===== config.mk =====
export PLATFORM = sky130hd
export DESIGN_NAME = stream_palindrome_gap_counter
export DESIGN_NICKNAME = d
export VERILOG_FILES = /design/src/rtl/spgc_pkg.sv /design/src/rtl/spgc_cell.sv /design/src/rtl/stream_palindrome_gap_counter.sv
export SDC_FILE = /design/constraint.sdc
export NUM_CORES = 2
export LEC_CHECK = 0
export BUFFER_PORTS_ARGS = -buffer_cell sky130_fd_sc_hd__buf_2
export CORE_MARGIN = 2
export CORE_UTILIZATION = 46
export DETAILED_ROUTE_END_ITERATION = 10
export PLACE_DENSITY = 0.6
export SLEW_MARGIN = 20
export SYNTH_ARGS = -nofsm -noshare
export SYNTH_HDL_FRONTEND = slang
export SYNTH_SLANG_ARGS = --single-unit

===== constraint.sdc =====
create_clock -name clock -period 12.2 [get_ports clock]
set_clock_uncertainty 0.05 [all_clocks]
set_input_delay 1.83 -clock clock [delete_from_list [all_inputs] [get_ports clock]]
set_output_delay 1.83 -clock clock [all_outputs]
set_load 0.02 [all_outputs]

===== src/rtl/spgc_pkg.sv =====
`default_nettype none

package spgc_pkg;

   // stream geometry
   localparam int MAX_LEN   = 15;
   localparam int POS_BITS  = 32;
   localparam int WIN_DEPTH = MAX_LEN - 1;
   localparam int N_CELLS   = MAX_LEN - 1;
   localparam int FILL_W    = $clog2(MAX_LEN);

   // field widths
   localparam int SYM_W = 8;
   localparam int LEN_W = 4;
   localparam int GAP_W = 33;
   localparam int CNT_W = 32;

   // gap arithmetic width, wide enough for position minus a position plus one
   localparam int DIFF_W = (POS_BITS + 2 > GAP_W + 1) ? POS_BITS + 2 : GAP_W + 1;

   localparam logic signed [DIFF_W-1:0] GAP_HIGH =
      (DIFF_W'(1) <<< 32) - DIFF_W'(2);
   localparam logic [CNT_W-1:0]    CNT_MAX = {CNT_W{1'b1}};
   localparam logic [POS_BITS-1:0] POS_MAX = {POS_BITS{1'b1}};

   // control handed to one cell of the row
   typedef struct packed {
      logic                accept;
      logic                take;
      logic [SYM_W-1:0]    cur;
      logic [SYM_W-1:0]    win_in;
      logic                pal_in;
      logic                len_ok;
      logic [POS_BITS-1:0] pos;
      logic [POS_BITS:0]   pos_p1;
      logic [POS_BITS:0]   first_sub;
   } cell_ctl_type;

   // status returned by one cell
   typedef struct packed {
      logic                     pend;
      logic                     pal;
      logic [SYM_W-1:0]         tap;
      logic signed [GAP_W-1:0]  gap;
      logic [CNT_W-1:0]         count;
   } cell_sts_type;

endpackage

`default_nettype wire


===== src/rtl/spgc_cell.sv =====
`default_nettype none

module spgc_cell (
   input  wire logic                  clock,
   input  wire logic                  reset,
   input  wire spgc_pkg::cell_ctl_type ctl,
   output spgc_pkg::cell_sts_type      sts
);
   import spgc_pkg::*;

   logic                    pend_ff, pend_in;
   logic [CNT_W-1:0]        count_ff, count_in;
   logic                    seen_ff, seen_in;
   logic [POS_BITS:0]       lastp1_ff, lastp1_in;
   logic [SYM_W-1:0]        tap_ff, tap_in;
   logic                    pal_ff, pal_in;
   logic signed [GAP_W-1:0] gap_ff, gap_in;

   logic                     pal_now;
   logic                     hit;
   logic [POS_BITS:0]        sub;
   logic signed [DIFF_W-1:0] diff;
   logic signed [GAP_W-1:0]  gap_val;

   // extend the palindrome of length two shorter that ended one symbol back
   assign pal_now = (ctl.cur == tap_ff) & ctl.pal_in;
   assign hit     = pal_now & ctl.len_ok;

   // gap from the last hit position, or from the reset centre of zero
   assign sub  = seen_ff ? lastp1_ff : ctl.first_sub;
   assign diff = $signed({{(DIFF_W-POS_BITS){1'b0}}, ctl.pos})
               - $signed({{(DIFF_W-POS_BITS-1){1'b0}}, sub});
   assign gap_val = (diff > GAP_HIGH) ? GAP_HIGH[GAP_W-1:0] : diff[GAP_W-1:0];

   // advance the tap and the pending result on each transfer
   always_comb begin
      pend_in   = pend_ff;
      count_in  = count_ff;
      seen_in   = seen_ff;
      lastp1_in = lastp1_ff;
      tap_in    = tap_ff;
      pal_in    = pal_ff;
      gap_in    = gap_ff;
      if (ctl.take) begin
         pend_in = 1'b0;
      end
      if (ctl.accept) begin
         pend_in = hit;
         tap_in  = ctl.win_in;
         pal_in  = pal_now;
         if (hit) begin
            if (count_ff != CNT_MAX) begin
               count_in = count_ff + CNT_W'(1);
            end
            seen_in   = 1'b1;
            lastp1_in = ctl.pos_p1;
            gap_in    = gap_val;
         end
      end
   end

   always_ff @(posedge clock) begin
      if (reset) begin
         pend_ff  <= 1'b0;
         count_ff <= '0;
         seen_ff  <= 1'b0;
      end else begin
         pend_ff  <= pend_in;
         count_ff <= count_in;
         seen_ff  <= seen_in;
      end
   end

   always_ff @(posedge clock) begin
      lastp1_ff <= lastp1_in;
      tap_ff    <= tap_in;
      pal_ff    <= pal_in;
      gap_ff    <= gap_in;
   end

   assign sts.pend  = pend_ff;
   assign sts.pal   = pal_ff;
   assign sts.tap   = tap_ff;
   assign sts.gap   = gap_ff;
   assign sts.count = count_ff;

endmodule

`default_nettype wire


===== src/rtl/stream_palindrome_gap_counter.sv =====
// Streaming palindrome gap counter. Each transfer on req_ carries one byte of a stream;
// for every length from 2 to 15 whose last symbols read the same both ways, one result
// leaves on rsp_ in increasing length order, carrying the length, the hit count for that
// length (saturating) and the gap between this left centre and the previous one of the
// same length; rsp_last_of_run marks the final result of a symbol. A row of 14 cells,
// one per length, holds the symbol history, the palindrome flags and per-length state.
// A symbol's results drain from the cell row into the output register one per cycle while
// rsp_ does not stall, and the next symbol is taken in the cycle the last of them moves
// out; a symbol without hits does not hold up the input.
`default_nettype none

module stream_palindrome_gap_counter (
   input  wire logic                                  clock,
   input  wire logic                                  reset,
   input  wire logic                                  req_valid,
   output logic                                       req_stall,
   input  wire logic [spgc_pkg::SYM_W-1:0]            req_symbol,
   output logic                                       rsp_valid,
   input  wire logic                                  rsp_stall,
   output logic [spgc_pkg::LEN_W-1:0]                 rsp_pal_length,
   output logic signed [spgc_pkg::GAP_W-1:0]          rsp_gap,
   output logic [spgc_pkg::CNT_W-1:0]                 rsp_running_count,
   output logic                                       rsp_last_of_run
);
   import spgc_pkg::*;

   logic [FILL_W-1:0]   fill_ff, fill_in;
   logic [POS_BITS-1:0] pos_ff, pos_in;
   logic                rsp_valid_ff, rsp_valid_in;
   logic [LEN_W-1:0]    len_ff, len_in;
   logic signed [GAP_W-1:0] gap_ff, gap_in;
   logic [CNT_W-1:0]    cnt_ff, cnt_in;
   logic                last_ff, last_in;

   cell_ctl_type        ctl [N_CELLS];
   cell_sts_type        sts [N_CELLS];
   logic [N_CELLS-1:0]  pending;
   logic [N_CELLS-1:0]  pick;
   logic [N_CELLS-1:0]  pend_left;
   logic                accept;
   logic                load;
   logic [POS_BITS:0]   pos_p1;

   // pick the shortest pending length and move it out when the output register frees
   assign pick      = pending & (~pending + N_CELLS'(1));
   assign load      = (|pending) & (~rsp_valid_ff | ~rsp_stall);
   assign pend_left = pending & ~(load ? pick : '0);
   assign req_stall = |pend_left;
   assign accept    = req_valid & ~req_stall;
   assign pos_p1    = {1'b0, pos_ff} + (POS_BITS+1)'(1);

   // build the cell row
   for (genvar i = 0; i < N_CELLS; i++) begin : g_cell
      assign ctl[i].accept    = accept;
      assign ctl[i].take      = load & pick[i];
      assign ctl[i].cur       = req_symbol;
      assign ctl[i].pal_in    = (i < 2) ? 1'b1 : sts[(i < 2) ? i : i-2].pal;
      assign ctl[i].win_in    = (i == 0) ? req_symbol : sts[(i == 0) ? 0 : i-1].tap;
      assign ctl[i].len_ok    = fill_ff > FILL_W'(i);
      assign ctl[i].pos       = pos_ff;
      assign ctl[i].pos_p1    = pos_p1;
      assign ctl[i].first_sub = (POS_BITS+1)'((i + 3) / 2 + 1);
      assign pending[i]       = sts[i].pend;

      spgc_cell u_cell (
         .clock (clock),
         .reset (reset),
         .ctl   (ctl[i]),
         .sts   (sts[i])
      );
   end

   // select the picked cell's result
   always_comb begin
      len_in = len_ff;
      gap_in = gap_ff;
      cnt_in = cnt_ff;
      last_in = last_ff;
      if (load) begin
         len_in  = '0;
         gap_in  = '0;
         cnt_in  = '0;
         last_in = (pending & ~pick) == '0;
         for (int i = 0; i < N_CELLS; i++) begin
            if (pick[i]) begin
               len_in = len_in | LEN_W'(i + 2);
               gap_in = gap_in | sts[i].gap;
               cnt_in = cnt_in | sts[i].count;
            end
         end
      end
   end

   // hold the output register until its transfer
   always_comb begin
      rsp_valid_in = rsp_valid_ff & rsp_stall;
      if (load) begin
         rsp_valid_in = 1'b1;
      end
   end

   // advance fill level and position on each input transfer
   always_comb begin
      fill_in = fill_ff;
      pos_in  = pos_ff;
      if (accept) begin
         if (fill_ff != FILL_W'(WIN_DEPTH)) begin
            fill_in = fill_ff + FILL_W'(1);
         end
         if (pos_ff != POS_MAX) begin
            pos_in = pos_ff + POS_BITS'(1);
         end
      end
   end

   always_ff @(posedge clock) begin
      if (reset) begin
         fill_ff      <= '0;
         pos_ff       <= '0;
         rsp_valid_ff <= 1'b0;
      end else begin
         fill_ff      <= fill_in;
         pos_ff       <= pos_in;
         rsp_valid_ff <= rsp_valid_in;
      end
   end

   always_ff @(posedge clock) begin
      len_ff  <= len_in;
      gap_ff  <= gap_in;
      cnt_ff  <= cnt_in;
      last_ff <= last_in;
   end

   assign rsp_valid         = rsp_valid_ff;
   assign rsp_pal_length    = len_ff;
   assign rsp_gap           = gap_ff;
   assign rsp_running_count = cnt_ff;
   assign rsp_last_of_run   = last_ff;

endmodule

`default_nettype wire

Word level (Yosys, flattened, before mapping)
Cells that the tools add are included.

Register bits after elaboration: 1631. Word-level logic and storage cells: 433. Input bits: 12. Output and inout bits: 72.

Add/sub/neg operators: 32. Bitwise gates (word level): 79. Reduce and logical (&&, ||, !) cells: 50. Multiplexer cells: 108. Eq/ne operators: 30. Magnitude comparators: 28.

Operators by type and width (count): 2-to-1 mux 33 bit (41); 2-to-1 mux 32 bit (27); adder 32 x 1 -> 32 bit (second input constant) (15); inequality test 32 bit (second input constant) (15); greater-than comparator 34 x 33 -> 1 bit (second input constant) (14); subtractor 32 x 33 -> 34 bit (14); bitwise OR 33 bit (13); bitwise OR 32 bit (13); == test 8 bit (14); bitwise AND 1 bit (43); bitwise AND 14 bit (3); NOT 14 bit (3); AND reduction 3 bit (14); adder 32 x 1 -> 33 bit (second input constant) (1); AND reduction 2 bit (16); 2-to-1 mux 1 bit (31); nonzero test 2 bit (14); OR reduction 14 bit (2); greater-than comparator 4 bit (second input constant) (6); greater-than comparator 4 x 3 -> 1 bit (second input constant) (4); adder 14 x 1 -> 14 bit (second input constant) (1); logical NOT 14 bit (1); 2-to-1 mux 14 bit (1); 2-to-1 mux 3 bit (4); 10 further kinds (17).

Logic depth before layout (Yosys ltp)
Word-level depth: 43. Mapped depth: 17. Depth with buffers taken out: 15.

Cells and area by module
From an unflattened synthesis, not the netlist that was laid out.

Cells, all modules: 9967. Area, all modules: 100458.8 µm².

Modules (own cells, without submodules): spgc_cell at g_cell[10].u_cell ... (area an instance 6387.4 µm², sequential area each 2932.8 µm², instances 9, cells each 605); stream_palindrome_gap_counter (area an instance 10008.3 µm², sequential area each 2842.7 µm², instances 1, cells each 1277); spgc_cell at g_cell[0].u_cell (area an instance 6919.1 µm², sequential area each 2932.8 µm², instances 1, cells each 701); spgc_cell at g_cell[1].u_cell (area an instance 6716.4 µm², sequential area each 2932.8 µm², instances 1, cells each 680); spgc_cell at g_cell[9].u_cell (area an instance 6625.1 µm², sequential area each 2932.8 µm², instances 1, cells each 655); spgc_cell at g_cell[2].u_cell (area an instance 6369.9 µm², sequential area each 2932.8 µm², instances 1, cells each 603); spgc_cell at g_cell[8].u_cell (area an instance 6333.6 µm², sequential area each 2932.8 µm², instances 1, cells each 606).

Worst setup path before layout
No wires, ideal clock.

Path kind: input to register. Start point: input port rsp_stall. End point: register g_cell[9].u_cell.gap_ff[0], enable pin. Setup time: 0.587 ns. Setup slack: -0.697 ns. Data required time: 11.563 ns. Cell stages on the path: 10. Data arrival time: 12.259 ns. Path buffers: 2. Path through: nand2_1 o211ai_1 a2111oi_0 or2_1 nand3_2 inv_2 buf_4 clkbuf_1 nand2_1 nor3b_1.

Cells in the longest elaborated chain, start to end: 10.

RTL lines: start: declaration (RTL line stream_palindrome_gap_counter.sv:19) `input wire logic rsp_stall,`; NOT 1 bit (RTL line stream_palindrome_gap_counter.sv:46) `assign load = (|pending) & (~rsp_valid_ff | ~rsp_stall);`; bitwise OR 1 bit (RTL line stream_palindrome_gap_counter.sv:46); bitwise AND 1 bit (RTL line stream_palindrome_gap_counter.sv:46); 2-to-1 mux 14 bit (RTL line stream_palindrome_gap_counter.sv:47) `assign pend_left = pending & ~(load ? pick : '0);`; NOT 14 bit (RTL line stream_palindrome_gap_counter.sv:47); bitwise AND 14 bit (RTL line stream_palindrome_gap_counter.sv:47); OR reduction 14 bit (RTL line stream_palindrome_gap_counter.sv:48) `assign req_stall = |pend_left;`; NOT 1 bit (RTL line stream_palindrome_gap_counter.sv:49) `assign accept = req_valid & ~req_stall;`; bitwise AND 1 bit (RTL line stream_palindrome_gap_counter.sv:49); via accept (RTL line stream_palindrome_gap_counter.sv:40) `logic accept;`; AND reduction 2 bit (no line); end signal: assignment (RTL line spgc_cell.sv:78) `gap_ff <= gap_in;`; end: declaration (RTL line spgc_cell.sv:17) `logic signed [GAP_W-1:0] gap_ff, gap_in;`.

The timed path passes the listed nets, and every way through them passes these cells. A chain may end at the register's enable or synchronous reset.

Final worst setup path
Start point: register g_cell[0].u_cell.pend_ff. End point: register g_cell[3].u_cell.count_ff[8].

Cells in the longest elaborated chain, start to end: 10. Elaborated cells on any way between the ends: 12. Those cells by class: add/sub: 1; mux: 1; bitwise: 7; reduce/logical: 3.

RTL lines: start: declaration (RTL line spgc_cell.sv:11) `logic pend_ff, pend_in;`; start signal: assignment (RTL line spgc_cell.sv:68) `pend_ff <= pend_in;`; NOT 14 bit (RTL line stream_palindrome_gap_counter.sv:45) `assign pick = pending & (~pending + N_CELLS'(1));`; adder 14 x 1 -> 14 bit (RTL line stream_palindrome_gap_counter.sv:45); bitwise AND 14 bit (RTL line stream_palindrome_gap_counter.sv:45); 2-to-1 mux 14 bit (RTL line stream_palindrome_gap_counter.sv:47); NOT 14 bit (RTL line stream_palindrome_gap_counter.sv:47); bitwise AND 14 bit (*) (RTL line stream_palindrome_gap_counter.sv:47); OR reduction 14 bit (*) (RTL line stream_palindrome_gap_counter.sv:48); NOT 1 bit (*) (RTL line stream_palindrome_gap_counter.sv:49); bitwise AND 1 bit (*) (RTL line stream_palindrome_gap_counter.sv:49); AND reduction 3 bit (no line) (*); end signal: assignment (RTL line spgc_cell.sv:69) `count_ff <= count_in;`; end: declaration (RTL line spgc_cell.sv:12) `logic [CNT_W-1:0] count_ff, count_in;`.

Every way passes the cells marked *; elsewhere a longest branch is shown, timed or not.

==> impl_metrics.yaml <==
power:
  power_density_mw_per_mm2: 121.1
  p_leak_nw: 38.26
  peakVddDrop_mv: 0.1349
run_status:
  status: "finished with violations"
  failed_checks: "design-rule violations"
route:
  vias: 75300
  drt-total-wl_um: 327300
  drc: 2
  drt-pass1-iter-count: 11
  viasPerCell: 6.154
  routedWlPerCell_um: 26.75
  ant_nets: 0
  drtIter0Drc: 8987
synthesis:
  ys_types: 98
  ys.flop_type: "edfxtp_1"
  synth_edf_count: 1118
  syn_area_per_cell_um2: 9.793
  synth-seq-area-share_pct: 47.83
  postSynth.asyncResetShare_pct: 0
  synth-seq-cells: 1631
  synth_cells: 9359
  synth_warnings: 0
  syn_nets: 9852
  syn_area_mm2: 0.09166
cells_and_area:
  area_delta_synth_final_pct: 11.64
  nFillCells: 17920
  seq_area_mm2: 0.04386
  layout_commonest_cell: "nand2_1"
  fin_cells: 12240
  mostFrequentLayoutCells: "nand2_1 (1319), edfxtp_1 (1118), nor2_1 (836)"
  drive_above_1_share_pct: 7.679
  multi_input_area_mm2: 0.04604
  fin_nets: 9917
  final_util_pct: 51.78
  fin_area_mm2: 0.1023
hold_path:
  hold-path-endpoint: "g_cell[10].u_cell.tap_ff[4]$_DFFE_PP_"
  hp-class: "flop to flop"
  min-delay-start: "g_cell[9].u_cell.tap_ff[4]$_DFFE_PP_"
  hold_path_depth: 0
timing:
  setup_viol: 0
  hold_viol_final: 0
  rsz0062_at_grt: "no"
  fin_crit_ps: 6399
  finalSetupTns_ps: 0
  worst_pin_slew_ps: 1452
  relSlewSlack_pct: 3.221
  max_freq_ghz: 0.1563
  drv_slew: 0
  finalCritPeriodShare_pct: 52.45
  holdWs_ps: 405.2
clocking:
  clockRootBuffer: "clkbuf_16"
  post_cts_buffers: 0
  ctsResizeCount: 0
  clkSinkCount: 1631
  clk_latency_ps: 870
  cts_made_buffers: 186
  ctsHtreeMaxLevel: 4
  cts_tree: "yes"
  cts.path.max_buffers: 3
  path_clk_slew_ps: 60
  cts_hold_buffers: 0
global_routing:
  grt_pass1_vias: 70520
  grt_pass1_wl_um: 473600
  antenna_found_initial: 22
  grt_max_degree: 177
  track_usage_pct: 31.46
  grt_overflow: 0
critical_path:
  worst-path-buf-inv: 4
  worstPathMaxFanout: 86
  worstSetupPathType: "flop to flop"
  arrival_ps: 7110
  crit_required_ps: 12920
  critPathMaxStageDelay_ps: 810
  crit_path_cell_trace: "buf_4, nor4_4, nand3_1, o211ai_1, a2111oi_0, or2_1, nand3_2, inv_6, nand3_1, inv_2, buf_4, nand3b_1, or3_1, a21oi_1"
  r2r_cells: 14
  cp_slowest_cell: "buf_4"
  reg2reg_to: "g_cell[3].u_cell.count_ff[8]$_SDFFE_PP0P_"
  crit_family: "buffers and inverters"
  ff2ff_setup_slack_ps: 5800
  endpoint_kind: "flop"
  cp-startpoint: "g_cell[0].u_cell.pend_ff$_SDFFE_PP0P_"
  worstReg2RegStart: "g_cell[0].u_cell.pend_ff$_SDFFE_PP0P_"
  start_kind: "flop"
die:
  die_x_um: 450.4
  num_rows: 163
  die_height_um: 450.4
  start_util_pct: 46.38
  dieArea_mm2: 0.2028
  ioPinCount: 84
  core_mm2: 0.1976
job:
  cap_violations: 0
place:
  io_buffer_count: 83
  dpl.cell_count: 11870
  dpl-instance-area_mm2: 0.09557
  hpwl_um: 240400
  place_congestion: 0.9592
==> report_power, final <==
group | internal, W | total (W) | switching [W] | leakage (nW)
Combinational | 0.000135 | 0.000413 | 0.000278 | 20.8
Clock | 0.00360 | 0.00606 | 0.00246 | 3.25
Sequential | 0.00590 | 0.00592 | 0.0000221 | 14.2
Total | 0.00963 | 0.0124 | 0.00276 | 38.3
==> cell type report <==
class | count | area share [%]
timing repair buffer | 242 | 1.592
multi-input combinational | 7142 | 44.99
tap | 2640 | 3.228
clock inverter | 99 | 1.387
clock buffer | 249 | 5.091
inverter | 221 | 0.8168
sequential | 1631 | 42.86
antenna | 12 | 0.02935
==> worst reg2reg max path: stages (launching register included) <==
cell and delay, ps:
dfxtp_4 740, buf_4 710, nor4_4 160, nand3_1 350
o211ai_1 170, a2111oi_0 750, or2_1 290, nand3_2 240
inv_6 650, nand3_1 270, inv_2 100, buf_4 810
nand3b_1 450, or3_1 430, a21oi_1 160
==> metal layers <==
| layer | share of wire (%) | GRT usage, % |
|---|---|---|
| met1 | 40 | 40.22 |
| met2 | 45 | 49.89 |
| met3 | 7.6 | 4.991 |
| met4 | 7.1 | 19.60 |
| met5 | 0.0021 | 0 |
==> state kept, by name (all words and copies together) (netlist names) <==
register                 flops
rsp_running_count           32
rsp_last_of_run              1
g_cell.u_cell.count_ff     448
g_cell.u_cell.pend_ff       14
pos_ff                      32
rsp_gap                     33
g_cell.u_cell.pal_ff        12
rsp_valid                    1
g_cell.u_cell.tap_ff       112
rsp_pal_length               4
g_cell.u_cell.lastp1_ff    462
g_cell.u_cell.gap_ff       462
fill_ff                      4
g_cell.u_cell.seen_ff       14
==> per-stage QoR <==
step	power [W]	worst slack, ps
2_1_floorplan	0.006299	-696.6
3_3_place_gp	0.006438	5652
3_5_place_dp	0.006440	5558
4_1_cts	0.01247	5820
5_1_grt	0.01274	5196
6_report	0.01239	5801
==> kinds of logic after synthesis <==
logic type	count (synthesis)	synth area share (%)
AO/OA/AOI/OAI	2031	15.01
XOR/XNOR	869	8.304
adder cells (fa/ha/maj)	481	6.681
buffers and inverters	586	2.424
flip-flops	1631	47.83
multiplexers	25	0.2771
AND/OR/NAND/NOR	3736	19.47
==> worst max-delay path by stage <==
stage                                                       endpoint  slack (ps)  depth (start not counted)
after floorplan             g_cell[9].u_cell.gap_ff[0]$_SDFFCE_PN0P_        -700                         10
after global placement    g_cell[3].u_cell.count_ff[16]$_SDFFE_PP0P_        5650                         14
after detailed placement  g_cell[3].u_cell.count_ff[16]$_SDFFE_PP0P_        5560                         14
after CTS                 g_cell[3].u_cell.count_ff[16]$_SDFFE_PP0P_        5820                         14
after global routing      g_cell[3].u_cell.count_ff[16]$_SDFFE_PP0P_        5200                         14
final                      g_cell[3].u_cell.count_ff[8]$_SDFFE_PP0P_        5800                         14
==> synthesized netlist by cell type (all sizes together), types with 16 or more instances <==
cell type	count	area share, %
or3	111	0.76
edfxtp	1118	37
mux2i	22	0.24
a222oi	65	0.71
or2	57	0.39
xnor2	422	4.0
a21o	200	1.6
or4	21	0.17
nor4	73	0.54
a21oi	538	2.9
dfxtp	513	11
and4	61	0.58
nor2	842	3.5
nand3b	20	0.16
o311ai	23	0.22
nand4b	16	0.15
o21ai	348	1.9
ha	467	6.4
and3	151	1.0
xor2	447	4.3
o31ai	34	0.28
a31oi	53	0.36
nor2b	61	0.42
and2	86	0.59
nor3	167	0.94
nor3b	22	0.18
a41oi	16	0.15
a2111oi	21	0.20
clkbuf	332	1.4
o21a	91	0.75
a221oi	143	1.4
inv	221	0.91
a221o	20	0.22
nand2	1320	5.4
nand3	366	2.0
a31o	23	0.22
nand2b	86	0.59
a211oi	54	0.44
o211ai	37	0.32
a22oi	133	1.1
nand4	222	1.5
o21bai	59	0.48
o31a	24	0.23
buf	33	0.16
No activity file was read; power rests on OpenSTA's default activity.
